<file path="src/design/rrst_pkg.sv">
// ----------------------------------------------------------------------------
// rrst_pkg
// Types, codes and helpers shared by the resident slot table modules.
// ----------------------------------------------------------------------------
package rrst_pkg;

  localparam int unsigned MAX_EXPERTS = 256;
  localparam int unsigned APB_AW      = 4;

  // Register byte addresses, divided by four.
  localparam logic [1:0] REG_EXPERT_COUNT = 2'd0;
  localparam logic [1:0] REG_NUM_SLOTS    = 2'd1;
  localparam logic [1:0] REG_SLOT_SIZE    = 2'd2;

  typedef enum logic [1:0] {
    CMD_LOAD      = 2'd0,
    CMD_BEGIN_USE = 2'd1,
    CMD_END_USE   = 2'd2,
    CMD_EVICT     = 2'd3
  } cmd_e;

  typedef enum logic [1:0] {
    SS_FREE     = 2'd0,
    SS_LOADING  = 2'd1,
    SS_RESIDENT = 2'd2,
    SS_IN_USE   = 2'd3
  } slot_state_e;

  typedef enum logic [3:0] {
    ST_OK               = 4'd0,
    ST_EXPERT_RANGE     = 4'd1,
    ST_SIZE             = 4'd2,
    ST_MAP_RANGE        = 4'd3,
    ST_MAP_MISMATCH     = 4'd4,
    ST_IN_USE           = 4'd5,
    ST_NOT_READY_RELOAD = 4'd6,
    ST_NO_FREE_SLOT     = 4'd7,
    ST_NOT_RESIDENT     = 4'd8,
    ST_NOT_READY_USE    = 4'd9,
    ST_NO_REFERENCE     = 4'd10,
    ST_CANNOT_EVICT     = 4'd11,
    ST_COUNT_FULL       = 4'd12
  } status_e;

  // A classified request as it travels from the front to the back.
  typedef struct packed {
    cmd_e       cmd;
    logic [7:0] expert;
    logic       expert_ok;
    logic       load_ok;
  } rrst_req_t;

  typedef struct packed {
    logic        ok;
    status_e     status;
    logic [4:0]  slot;
    slot_state_e slot_state;
    logic [15:0] ref_count;
    logic [31:0] generation;
  } rrst_result_t;

  function automatic logic [31:0] bump_gen(input logic [31:0] g);
    bump_gen = (g == 32'hFFFF_FFFF) ? 32'd1 : g + 32'd1;
  endfunction

endpackage

</file>
<file path="src/design/rrst_front.sv">
// ----------------------------------------------------------------------------
// rrst_front
// Accepts requests and classifies them against the configuration.
// ----------------------------------------------------------------------------
module rrst_front import rrst_pkg::*; (
  input  logic        in_valid_i,
  output logic        in_ready_o,
  input  logic [1:0]  command_i,
  input  logic [7:0]  expert_i,
  input  logic [31:0] load_bytes_i,
  input  logic        payload_present_i,
  input  logic [8:0]  eff_experts_i,
  input  logic [31:0] slot_size_i,
  output logic        push_o,
  input  logic        push_ready_i,
  output rrst_req_t   req_o
);

  assign in_ready_o = push_ready_i;
  assign push_o     = in_valid_i;

  always_comb begin
    req_o.cmd       = cmd_e'(command_i);
    req_o.expert    = expert_i;
    req_o.expert_ok = {1'b0, expert_i} < eff_experts_i;
    req_o.load_ok   = payload_present_i && (load_bytes_i == slot_size_i);
  end

endmodule

</file>
<file path="src/design/rrst_fifo.sv">
// ----------------------------------------------------------------------------
// rrst_fifo
// Two-entry request queue between the front and the back.
// ----------------------------------------------------------------------------
module rrst_fifo import rrst_pkg::*; (
  input  logic      clk_i,
  input  logic      rst_ni,
  input  logic      push_i,
  output logic      push_ready_o,
  input  rrst_req_t push_data_i,
  output logic      pop_valid_o,
  input  logic      pop_i,
  output rrst_req_t pop_data_o
);

  rrst_req_t   mem_q [2];
  logic        wp_q, wp_d, rp_q, rp_d;
  logic [1:0]  cnt_q, cnt_d;
  logic        do_push, do_pop;

  assign push_ready_o = (cnt_q != 2'd2);
  assign pop_valid_o  = (cnt_q != 2'd0);
  assign pop_data_o   = mem_q[rp_q];
  assign do_push      = push_i && push_ready_o;
  assign do_pop       = pop_i && pop_valid_o;

  always_comb begin
    wp_d  = do_push ? ~wp_q : wp_q;
    rp_d  = do_pop ? ~rp_q : rp_q;
    cnt_d = cnt_q + {1'b0, do_push} - {1'b0, do_pop};
  end

  always_ff @(posedge clk_i or negedge rst_ni) begin
    if (!rst_ni) begin
      wp_q  <= 1'b0;
      rp_q  <= 1'b0;
      cnt_q <= 2'd0;
    end else begin
      wp_q  <= wp_d;
      rp_q  <= rp_d;
      cnt_q <= cnt_d;
    end
  end

  always_ff @(posedge clk_i) begin
    if (do_push) begin
      mem_q[wp_q] <= push_data_i;
    end
  end

endmodule

</file>
<file path="src/design/rrst_back.sv">
// ----------------------------------------------------------------------------
// rrst_back
// Slot table: searches the slots for a request, then updates them and
// registers the result.
// ----------------------------------------------------------------------------
module rrst_back import rrst_pkg::*; #(
  parameter int unsigned MAX_SLOTS = 32
) (
  input  logic         clk_i,
  input  logic         rst_ni,
  input  logic         req_valid_i,
  input  rrst_req_t    req_i,
  output logic         req_pop_o,
  input  logic [8:0]   eff_slots_i,
  output logic         out_valid_o,
  input  logic         out_ready_i,
  output rrst_result_t result_o
);

  localparam int unsigned SW = (MAX_SLOTS > 1) ? $clog2(MAX_SLOTS) : 1;

  localparam logic PH_SEARCH = 1'b0;
  localparam logic PH_EXEC   = 1'b1;

  logic ph_q, ph_d;

  slot_state_e st_q    [MAX_SLOTS];
  logic [7:0]  owner_q [MAX_SLOTS];
  logic [15:0] refs_q  [MAX_SLOTS];
  logic [31:0] gen_q   [MAX_SLOTS];

  // Search results
  logic          hit_any, free_any;
  logic [SW-1:0] hit_idx, free_idx;

  // Request held for the update cycle
  rrst_req_t     req_q;
  logic          mapped_q, have_q, free_any_q;
  logic [SW-1:0] s_q, free_idx_q;

  // Update cycle
  logic          exec_go, do_write, set_owner, have;
  logic [SW-1:0] tgt;
  status_e       status;
  slot_state_e   cur_st, new_st;
  logic [15:0]   cur_refs, new_refs;
  logic [31:0]   cur_gen, new_gen;

  logic          out_valid_q;
  rrst_result_t  result_q;

  always_comb begin
    hit_any  = 1'b0;
    hit_idx  = '0;
    free_any = 1'b0;
    free_idx = '0;
    for (int i = 0; i < MAX_SLOTS; i++) begin
      if (!hit_any && st_q[i] != SS_FREE && owner_q[i] == req_i.expert) begin
        hit_any = 1'b1;
        hit_idx = SW'(i);
      end
      if (!free_any && 9'(i) < eff_slots_i && st_q[i] == SS_FREE) begin
        free_any = 1'b1;
        free_idx = SW'(i);
      end
    end
  end

  assign req_pop_o = (ph_q == PH_SEARCH) && req_valid_i;
  assign exec_go   = (ph_q == PH_EXEC) && (!out_valid_q || out_ready_i);

  always_comb begin
    ph_d = ph_q;
    unique case (ph_q)
      PH_SEARCH: if (req_valid_i) ph_d = PH_EXEC;
      PH_EXEC:   if (exec_go) ph_d = PH_SEARCH;
      default:   ph_d = PH_SEARCH;
    endcase
  end

  always_ff @(posedge clk_i) begin
    if (req_pop_o) begin
      req_q      <= req_i;
      mapped_q   <= req_i.expert_ok && hit_any;
      have_q     <= req_i.expert_ok && hit_any && (9'(hit_idx) < eff_slots_i);
      s_q        <= hit_idx;
      free_any_q <= free_any;
      free_idx_q <= free_idx;
    end
  end

  always_comb begin
    // A load of an unmapped expert works on the lowest free slot.
    tgt = (req_q.cmd == CMD_LOAD && req_q.expert_ok && req_q.load_ok && !mapped_q)
        ? free_idx_q : s_q;
    cur_st    = st_q[tgt];
    cur_refs  = refs_q[tgt];
    cur_gen   = gen_q[tgt];
    new_st    = cur_st;
    new_refs  = cur_refs;
    new_gen   = cur_gen;
    have      = have_q;
    status    = ST_OK;
    set_owner = 1'b0;
    do_write  = 1'b0;
    if (req_q.cmd == CMD_LOAD) begin
      if (!req_q.expert_ok) begin
        status = ST_EXPERT_RANGE;
      end else if (!req_q.load_ok) begin
        status = ST_SIZE;
        have   = 1'b0;
      end else if (mapped_q) begin
        if (!have_q) status = ST_MAP_RANGE;
        else if (cur_refs != 16'd0 || cur_st == SS_IN_USE) status = ST_IN_USE;
        else if (cur_st != SS_RESIDENT) status = ST_NOT_READY_RELOAD;
      end else if (!free_any_q) begin
        status = ST_NO_FREE_SLOT;
      end else begin
        have      = 1'b1;
        set_owner = 1'b1;
        new_refs  = 16'd0;
      end
      if (status == ST_OK) begin
        new_st   = SS_RESIDENT;
        new_gen  = bump_gen(cur_gen);
        do_write = 1'b1;
      end
    end else if (!mapped_q) begin
      status = ST_NOT_RESIDENT;
    end else if (!have_q) begin
      status = ST_MAP_RANGE;
    end else begin
      case (req_q.cmd)
        CMD_BEGIN_USE: begin
          if (cur_st != SS_RESIDENT && cur_st != SS_IN_USE) begin
            status = ST_NOT_READY_USE;
          end else if (cur_refs == 16'hFFFF) begin
            status = ST_COUNT_FULL;
          end else begin
            new_st   = SS_IN_USE;
            new_refs = cur_refs + 16'd1;
            do_write = 1'b1;
          end
        end
        CMD_END_USE: begin
          if (cur_refs == 16'd0) begin
            status = ST_NO_REFERENCE;
          end else begin
            new_refs = cur_refs - 16'd1;
            if (new_refs == 16'd0) new_st = SS_RESIDENT;
            do_write = 1'b1;
          end
        end
        default: begin
          if (cur_st != SS_RESIDENT || cur_refs != 16'd0) begin
            status = ST_CANNOT_EVICT;
          end else begin
            new_st   = SS_FREE;
            new_refs = 16'd0;
            do_write = 1'b1;
          end
        end
      endcase
    end
  end

  always_ff @(posedge clk_i or negedge rst_ni) begin
    if (!rst_ni) begin
      ph_q        <= PH_SEARCH;
      out_valid_q <= 1'b0;
      for (int i = 0; i < MAX_SLOTS; i++) begin
        st_q[i]   <= SS_FREE;
        refs_q[i] <= 16'd0;
        gen_q[i]  <= 32'd0;
      end
    end else begin
      ph_q <= ph_d;
      if (exec_go) begin
        out_valid_q <= 1'b1;
      end else if (out_ready_i) begin
        out_valid_q <= 1'b0;
      end
      if (exec_go && do_write) begin
        st_q[tgt]   <= new_st;
        refs_q[tgt] <= new_refs;
        gen_q[tgt]  <= new_gen;
      end
    end
  end

  // The owner only means something while the slot is not free.
  always_ff @(posedge clk_i) begin
    if (exec_go && set_owner) begin
      owner_q[tgt] <= req_q.expert;
    end
  end

  always_ff @(posedge clk_i) begin
    if (exec_go) begin
      result_q.ok     <= (status == ST_OK);
      result_q.status <= status;
      if (have) begin
        result_q.slot       <= 5'(tgt);
        result_q.slot_state <= new_st;
        result_q.ref_count  <= new_refs;
        result_q.generation <= new_gen;
      end else begin
        result_q.slot       <= 5'd0;
        result_q.slot_state <= SS_FREE;
        result_q.ref_count  <= 16'd0;
        result_q.generation <= 32'd0;
      end
    end
  end

  assign out_valid_o = out_valid_q;
  assign result_o    = result_q;

  a_ok_matches_status: assert property (@(posedge clk_i) disable iff (!rst_ni)
    out_valid_q |-> (result_q.ok == (result_q.status == ST_OK)))
    else $error("ok flag disagrees with status");

  a_in_use_has_refs: assert property (@(posedge clk_i) disable iff (!rst_ni)
    out_valid_q && result_q.slot_state == SS_IN_USE |-> result_q.ref_count != 16'd0)
    else $error("slot in use without references");

  a_exec_holds: assert property (@(posedge clk_i) disable iff (!rst_ni)
    (ph_q == PH_EXEC) && !exec_go |=> (ph_q == PH_EXEC))
    else $error("request dropped while result stalled");

  a_no_pop_in_exec: assert property (@(posedge clk_i) disable iff (!rst_ni)
    (ph_q == PH_EXEC) |-> !req_pop_o)
    else $error("request popped during update");

endmodule

</file>
<file path="src/design/refcounted_resident_slot_table.sv">
// ----------------------------------------------------------------------------
// refcounted_resident_slot_table
// Reference-counted map from logical experts to physical slots.
// ----------------------------------------------------------------------------
// Each request (load, begin use, end use, evict) returns one result with a
// status code and the fields of the slot it resolved. Requests enter a
// two-entry queue; the table then searches all slots for the expert's owner
// and the lowest free slot, then updates the slot and registers the result.
// A new request is taken only once the last is through; the update waits
// while a held result is not taken. The expert map is kept as the owner
// field of each occupied slot, so no clearing is needed after reset. The
// use token is not stored, as nothing reads it back.
// Registers: 0x0 expert count, 0x4 number of slots, 0x8 slot size in bytes.
module refcounted_resident_slot_table import rrst_pkg::*; #(
  parameter int unsigned MAX_SLOTS = 32
) (
  input  logic              clk_i,
  input  logic              rst_ni,
  input  logic              psel,
  input  logic              penable,
  input  logic              pwrite,
  input  logic [APB_AW-1:0] paddr,
  input  logic [31:0]       pwdata,
  output logic [31:0]       prdata,
  output logic              pready,
  input  logic              in_valid_i,
  output logic              in_ready_o,
  input  logic [1:0]        command_i,
  input  logic [7:0]        expert_i,
  input  logic [63:0]       use_token_i,
  input  logic [31:0]       load_bytes_i,
  input  logic              payload_present_i,
  output logic              out_valid_o,
  input  logic              out_ready_i,
  output logic              ok_o,
  output logic [3:0]        status_o,
  output logic [4:0]        slot_o,
  output logic [1:0]        slot_state_o,
  output logic [15:0]       ref_count_o,
  output logic [31:0]       generation_o
);

  logic [8:0]   expert_count_q;
  logic [5:0]   num_slots_q;
  logic [31:0]  slot_size_q;
  logic [8:0]   eff_experts, eff_slots;
  logic         cfg_wr;
  logic         push, push_ready, pop_valid, pop;
  rrst_req_t    push_req, pop_req;
  rrst_result_t result;

  assign pready = 1'b1;
  assign cfg_wr = psel && penable && pwrite && pready;

  always_ff @(posedge clk_i or negedge rst_ni) begin
    if (!rst_ni) begin
      expert_count_q <= 9'd256;
      num_slots_q    <= 6'd32;
      slot_size_q    <= 32'd65536;
    end else if (cfg_wr) begin
      unique case (paddr[3:2])
        REG_EXPERT_COUNT: expert_count_q <= pwdata[8:0];
        REG_NUM_SLOTS:    num_slots_q    <= pwdata[5:0];
        REG_SLOT_SIZE:    slot_size_q    <= pwdata;
        default: ;
      endcase
    end
  end

  always_comb begin
    unique case (paddr[3:2])
      REG_EXPERT_COUNT: prdata = {23'd0, expert_count_q};
      REG_NUM_SLOTS:    prdata = {26'd0, num_slots_q};
      REG_SLOT_SIZE:    prdata = slot_size_q;
      default:          prdata = 32'd0;
    endcase
  end

  assign eff_experts = (32'(expert_count_q) > MAX_EXPERTS) ? 9'(MAX_EXPERTS)
                     : expert_count_q;
  assign eff_slots   = (32'(num_slots_q) > MAX_SLOTS) ? 9'(MAX_SLOTS)
                     : {3'd0, num_slots_q};

  rrst_front u_front (
    .in_valid_i        (in_valid_i),
    .in_ready_o        (in_ready_o),
    .command_i         (command_i),
    .expert_i          (expert_i),
    .load_bytes_i      (load_bytes_i),
    .payload_present_i (payload_present_i),
    .eff_experts_i     (eff_experts),
    .slot_size_i       (slot_size_q),
    .push_o            (push),
    .push_ready_i      (push_ready),
    .req_o             (push_req)
  );

  rrst_fifo u_fifo (
    .clk_i        (clk_i),
    .rst_ni       (rst_ni),
    .push_i       (push),
    .push_ready_o (push_ready),
    .push_data_i  (push_req),
    .pop_valid_o  (pop_valid),
    .pop_i        (pop),
    .pop_data_o   (pop_req)
  );

  rrst_back #(
    .MAX_SLOTS (MAX_SLOTS)
  ) u_back (
    .clk_i       (clk_i),
    .rst_ni      (rst_ni),
    .req_valid_i (pop_valid),
    .req_i       (pop_req),
    .req_pop_o   (pop),
    .eff_slots_i (eff_slots),
    .out_valid_o (out_valid_o),
    .out_ready_i (out_ready_i),
    .result_o    (result)
  );

  assign ok_o         = result.ok;
  assign status_o     = result.status;
  assign slot_o       = result.slot;
  assign slot_state_o = result.slot_state;
  assign ref_count_o  = result.ref_count;
  assign generation_o = result.generation;

endmodule
</file>
<file path="config.mk">
export PLATFORM = sky130hd
export DESIGN_NAME = refcounted_resident_slot_table
export DESIGN_NICKNAME = d
export VERILOG_FILES = /design/src/design/rrst_pkg.sv /design/src/design/rrst_front.sv /design/src/design/rrst_fifo.sv /design/src/design/rrst_back.sv /design/src/design/refcounted_resident_slot_table.sv
export SDC_FILE = /design/constraint.sdc
export NUM_CORES = 2
export LEC_CHECK = 0
export ABC_AREA = 1
export BUFFER_PORTS_ARGS = -buffer_cell sky130_fd_sc_hd__buf_2
export CAP_MARGIN = 30
export CORE_MARGIN = 1.5
export CORE_UTILIZATION = 55
export DETAILED_ROUTE_END_ITERATION = 8
export HOLD_SLACK_MARGIN = 0.08
export PLACE_DENSITY = 0.72
export SLEW_MARGIN = 20
export SYNTH_ARGS = -nofsm -noshare
export SYNTH_HDL_FRONTEND = slang
export SYNTH_HIERARCHICAL = 1
export SYNTH_SLANG_ARGS = --single-unit
</file>
<file path="constraint.sdc">
create_clock -name clk_i -period 5.6 [get_ports clk_i]
set_input_delay 1.12 -clock clk_i [delete_from_list [all_inputs] [get_ports clk_i]]
set_output_delay 1.12 -clock clk_i [all_outputs]
set_load 0.01 [all_outputs]
</file>
==> flow_summary.html <==
<table>
<tr><th>Metric</th><th>Value</th></tr>
<tr><th colspan="2">Synthesis</th></tr>
<tr><td>Yosys warnings</td><td>6</td></tr>
<tr><td>Proportion of synthesized chip area in sequential cells</td><td>0.547</td></tr>
<tr><td>Count of unique library cells instantiated by Yosys</td><td>72</td></tr>
<tr><td>Avg Inst Size Synth</td><td>8.45 um^2</td></tr>
<tr><td>Post-synth design cell area</td><td>95700 um^2</td></tr>
<tr><td>Top FF cell, synth</td><td>dfrtp_1</td></tr>
<tr><td>Cells after Synth</td><td>11327</td></tr>
<tr><td>Share of synthesized registers carrying an async set or reset</td><td>0.819</td></tr>
<tr><td>Register bit total from synthesis</td><td>2018</td></tr>
<tr><td>Count of flip-flops with a built-in enable after synthesis</td><td>365</td></tr>
<tr><th colspan="2">Critical path</th></tr>
<tr><td>Worst setup EP type</td><td>register</td></tr>
<tr><td>Type of origin of the critical path</td><td>register</td></tr>
<tr><td>Largest fanout on the critical path</td><td>43</td></tr>
<tr><td>Critical path type</td><td>register to register</td></tr>
<tr><td>Worst EP arrival</td><td>6.32 ns</td></tr>
<tr><td>CP required</td><td>6.38 ns</td></tr>
<tr><th colspan="2">Route</th></tr>
<tr><td>Routed Wire Length</td><td>358 mm</td></tr>
<tr><td>Per-cell routed wire length</td><td>25.2 um</td></tr>
<tr><td>Initial DRC Count</td><td>12957</td></tr>
<tr><td>Number of nets still failing antenna checks after routing</td><td>0</td></tr>
<tr><td>Iteration count of the initial detailed-routing pass</td><td>9</td></tr>
<tr><td>Via-to-Cell Ratio</td><td>6.16</td></tr>
<tr><td>Total number of vias</td><td>87341</td></tr>
<tr><td>Number of design rule violations left after detail routing</td><td>5</td></tr>
<tr><th colspan="2">Global route</th></tr>
<tr><td>Global-route track usage on met2</td><td>0.577</td></tr>
<tr><td>Antenna violations before repair</td><td>8</td></tr>
<tr><td>Most Crowded Layer GR</td><td>met2</td></tr>
<tr><td>Total overflow reported by the global router</td><td>0</td></tr>
<tr><td>Number of global-route vias before repair</td><td>83240</td></tr>
<tr><td>Maximum number of pins on one net before global-route repair</td><td>142</td></tr>
<tr><td>Met1 layer usage reported by global route</td><td>0.523</td></tr>
<tr><td>GRT met3 Usage</td><td>0.108</td></tr>
<tr><td>First-pass GRT wire length</td><td>520 mm</td></tr>
<tr><td>All-Layer GR Usage</td><td>0.394</td></tr>
<tr><th colspan="2">Timing</th></tr>
<tr><td>Final setup slack of the worst path</td><td>0.0646 ns</td></tr>
<tr><td>Max-Slew Margin vs Limit</td><td>0.241</td></tr>
<tr><td>Final cycle utilization of the critical path</td><td>0.988</td></tr>
<tr><td>Setup repair after global routing missed its margin</td><td>true</td></tr>
<tr><td>Minimum period implied by the final worst setup slack</td><td>5.54 ns</td></tr>
<tr><td>Max Transition Viols Final</td><td>0</td></tr>
<tr><td>Final setup violation count</td><td>0</td></tr>
<tr><td>Transition at the pin with the smallest max-transition slack</td><td>1.14 ns</td></tr>
<tr><td>Maximum clock skew at final layout</td><td>0.0450 ns</td></tr>
<tr><td>Max Freq</td><td>0.181 GHz</td></tr>
<tr><td>Number of hold-slack violations in the final timing report</td><td>0</td></tr>
<tr><th colspan="2">Flow run</th></tr>
<tr><td>Max Cap Viol</td><td>0</td></tr>
<tr><th colspan="2">Finish</th></tr>
<tr><td>Total area of multi-input combinational cells</td><td>37700 um^2</td></tr>
<tr><td>Final Core Density</td><td>0.649</td></tr>
<tr><td>Fraction of layout instances using a drive strength above 1</td><td>0.128</td></tr>
<tr><td>Area grow syn2layout</td><td>16.9%</td></tr>
<tr><td>Area taken by flip-flops and latches</td><td>52300 um^2</td></tr>
<tr><td>Filler cells</td><td>13785</td></tr>
<tr><td>Post-route design area</td><td>112000 um^2</td></tr>
<tr><td>Final #Nets</td><td>11853</td></tr>
<tr><td>Final non-filler cell total</td><td>14172</td></tr>
<tr><th colspan="2">Placement</th></tr>
<tr><td>Post-Place Worst Slack</td><td>-0.193 ns</td></tr>
<tr><td>HPWL reported at the end of detailed placement</td><td>224 mm</td></tr>
<tr><td>Total of buffers placed on input and output ports</td><td>177</td></tr>
<tr><td>Cell count after placement</td><td>13731</td></tr>
<tr><td>Placer's final routability congestion estimate</td><td>0.940</td></tr>
<tr><td>Placed cell areas</td><td>104000 um^2</td></tr>
<tr><th colspan="2">Power and ir drop</th></tr>
<tr><td>Leak</td><td>55.0 nW</td></tr>
<tr><td>Power, Total</td><td>46.2 mW</td></tr>
<tr><td>Cell Pwr Density</td><td>413 nW/um^2</td></tr>
<tr><td>Worst ir drop on vdd</td><td>0.401 mV</td></tr>
<tr><th colspan="2">Clock tree</th></tr>
<tr><td>Clock-pin slew of the registers on the worst-case setup and hold paths</td><td>0.06 ns</td></tr>
<tr><td>Hold bufs inserted after CTS</td><td>0</td></tr>
<tr><td>CTS Buf Count</td><td>206</td></tr>
<tr><td>Clock root buffer</td><td>clkbuf_16</td></tr>
<tr><td>Clock latency at the later pin of the worst-skew pair</td><td>0.89 ns</td></tr>
<tr><td>CTS tree</td><td>yes</td></tr>
<tr><td>H-Tree Level Count</td><td>4</td></tr>
<tr><td>Maximum clock insertion buffer count</td><td>3</td></tr>
<tr><td>Clock sink total</td><td>2018</td></tr>
<tr><th colspan="2">Floorplan</th></tr>
<tr><td>Number of top-level design ports</td><td>245</td></tr>
<tr><td>Number of rows in the core area</td><td>152</td></tr>
<tr><td>Die area</td><td>177000 um^2</td></tr>
<tr><td>Placeable core region</td><td>172000 um^2</td></tr>
<tr><td>Y dimension of the die</td><td>420 um</td></tr>
<tr><td>Chip Width</td><td>420 um</td></tr>
<tr><td>Starting utilization of the core area</td><td>0.556</td></tr>
<tr><th colspan="2">Min path</th></tr>
<tr><td>HP Class</td><td>input port to async pin</td></tr>
<tr><th colspan="2">Status</th></tr>
<tr><td>Violations in the final reports</td><td>DRC</td></tr>
<tr><td>Outcome</td><td>complete, but fails checks</td></tr>
</table>
## stage by stage
step                setup TNS (ns)  hold slack [ns]
finish                           0            0.302
global placement            -33.90            0.462
CTS                              0            0.353
global route                -0.149            0.349
floorplan                        0            0.449
detailed placement          -19.55            0.465
## final timing paths
path                       depth (start not counted)         startpoint  slack (ns)                   to
max                                               26   u_back/req_q[11]        0.06    u_back/gen_q[416]
min                                                1             rst_ni        0.30   u_back/refs_q[463]
max reg2reg                                       26   u_back/req_q[11]        0.06    u_back/gen_q[416]
min reg2reg                                        2  u_back/gen_q[947]        0.48    u_back/gen_q[947]
max in group asynchronous                          2             rst_ni        3.66    u_back/gen_q[196]
min in group clk_i                                 1       command_i[0]        0.43  u_fifo/mem_q[1][10]
## repair_timing
| action | 4_1_cts | 5_1_grt |
|---|---|---|
| gates cloned | 0 | 19 |
| pin swaps | 0 | 25 |
| setup buffers | 2 | 32 |
| endpoints found under the setup margin | 775 | 1633 |
| resized for setup | 11 | 122 |
## layout make-up
| class | count | share of cell area |
|---|---|---|
| inverters | 481 | 0.0178 |
| clock inverters | 87 | 0.00957 |
| multi-input cells | 8045 | 0.337 |
| flip-flops and latches | 2018 | 0.468 |
| well taps | 2310 | 0.0258 |
| diodes | 7 | 0.000157 |
| clock buffers | 292 | 0.0529 |
| repair buffers | 932 | 0.0890 |
## critical path, cell delays in order (launching register included)
cell	delay (ns)
edfxtp_1	0.41
inv_2	0.10
ha_4	0.13
inv_2	0.06
nor3_4	0.19
or2_4	0.20
nand2_8	0.08
nor2_4	0.47
buf_16	0.24
buf_12	0.21
buf_12	0.26
a22oi_1	0.14
a21oi_1	0.30
nor4_2	0.13
nand4_1	0.31
nand2_1	0.16
nor2_1	0.32
nand2_1	0.13
nor2_1	0.32
nand2_2	0.18
inv_1	0.11
nor2_1	0.05
o21ai_1	0.32
buf_4	0.18
inv_1	0.05
buf_12	0.16
o21ai_0	0.18
## power by group
| group | total, mW | switching [mW] | leakage, nW | internal, mW |
|---|---|---|---|---|
| Combinational | 15.3 | 11.3 | 25.3 | 4.07 |
| Clock | 14.2 | 6.10 | 3.44 | 8.14 |
| Sequential | 16.6 | 0.482 | 26.2 | 16.1 |
## sequential cells by signal, indices dropped and copies added (netlist names), 2 cells and up
register and flops:
expert_count_q 9, num_slots_q 6, slot_size_q 32, u_back/free_idx_q 5, u_back/gen_q 1024, u_back/owner_q 256
u_back/refs_q 512, u_back/req_q 12, u_back/result_o 60, u_back/s_q 5, u_back/st_q 64, u_fifo/cnt_q 2
u_fifo/mem_q 24
## cell families after synthesis
family,Yosys count,synth area share
other,2,0.0000784
adders and majority gates,19,0.00248
and+or+nand+nor,6112,0.256
AOI/OAI and AO/OA,1750,0.116
DFF,2018,0.547
xor gates and xnor gates,159,0.0145
buffers and inverters,1267,0.0643
## synth_stat cells, types with 51 or more instances
| cell type | count | area, um^2 |
|---|---|---|
| clkbuf_1 | 192 | 721 |
| a22oi_1 | 785 | 5890 |
| inv_1 | 414 | 1550 |
| a21oi_1 | 378 | 1890 |
| nor3_1 | 51 | 255 |
| xnor2_1 | 70 | 613 |
| o21ai_0 | 350 | 1750 |
| o21ai_1 | 101 | 505 |
| nand4_1 | 71 | 444 |
| nor2_1 | 434 | 1630 |
| nand2_1 | 5154 | 19300 |
| inv_2 | 64 | 240 |
| buf_2 | 362 | 1810 |
| nand3_1 | 136 | 681 |
| edfxtp_1 | 365 | 11000 |
| dfrtp_1 | 1650 | 41300 |
| xor2_1 | 89 | 780 |
| buf_4 | 148 | 1110 |
## cell usage in the layout, fill, tap and decap left out, types with 40 or more instances in the layout
| cell type | n |
|---|---|
| xor2_1 | 89 |
| inv_2 | 40 |
| buf_12 | 238 |
| edfxtp_1 | 365 |
| clkbuf_16 | 224 |
| dfrtp_1 | 1650 |
| nand3_1 | 133 |
| buf_4 | 477 |
| nand4_1 | 71 |
| inv_1 | 407 |
| nor4_1 | 43 |
| nor2_1 | 422 |
| a22oi_1 | 774 |
| o21ai_1 | 97 |
| clkbuf_1 | 45 |
| nor3_1 | 48 |
| xnor2_1 | 70 |
| o21ai_0 | 348 |
| buf_2 | 176 |
| nand2_1 | 5148 |
| a21oi_1 | 374 |
## metal layers
metal | wire length (um) | part of all wire
met5 | 14 | 0.000039
met4 | 25300 | 0.071
met1 | 132000 | 0.37
met2 | 152000 | 0.42
met3 | 48200 | 0.13
No activity file was read; power rests on OpenSTA's default activity.
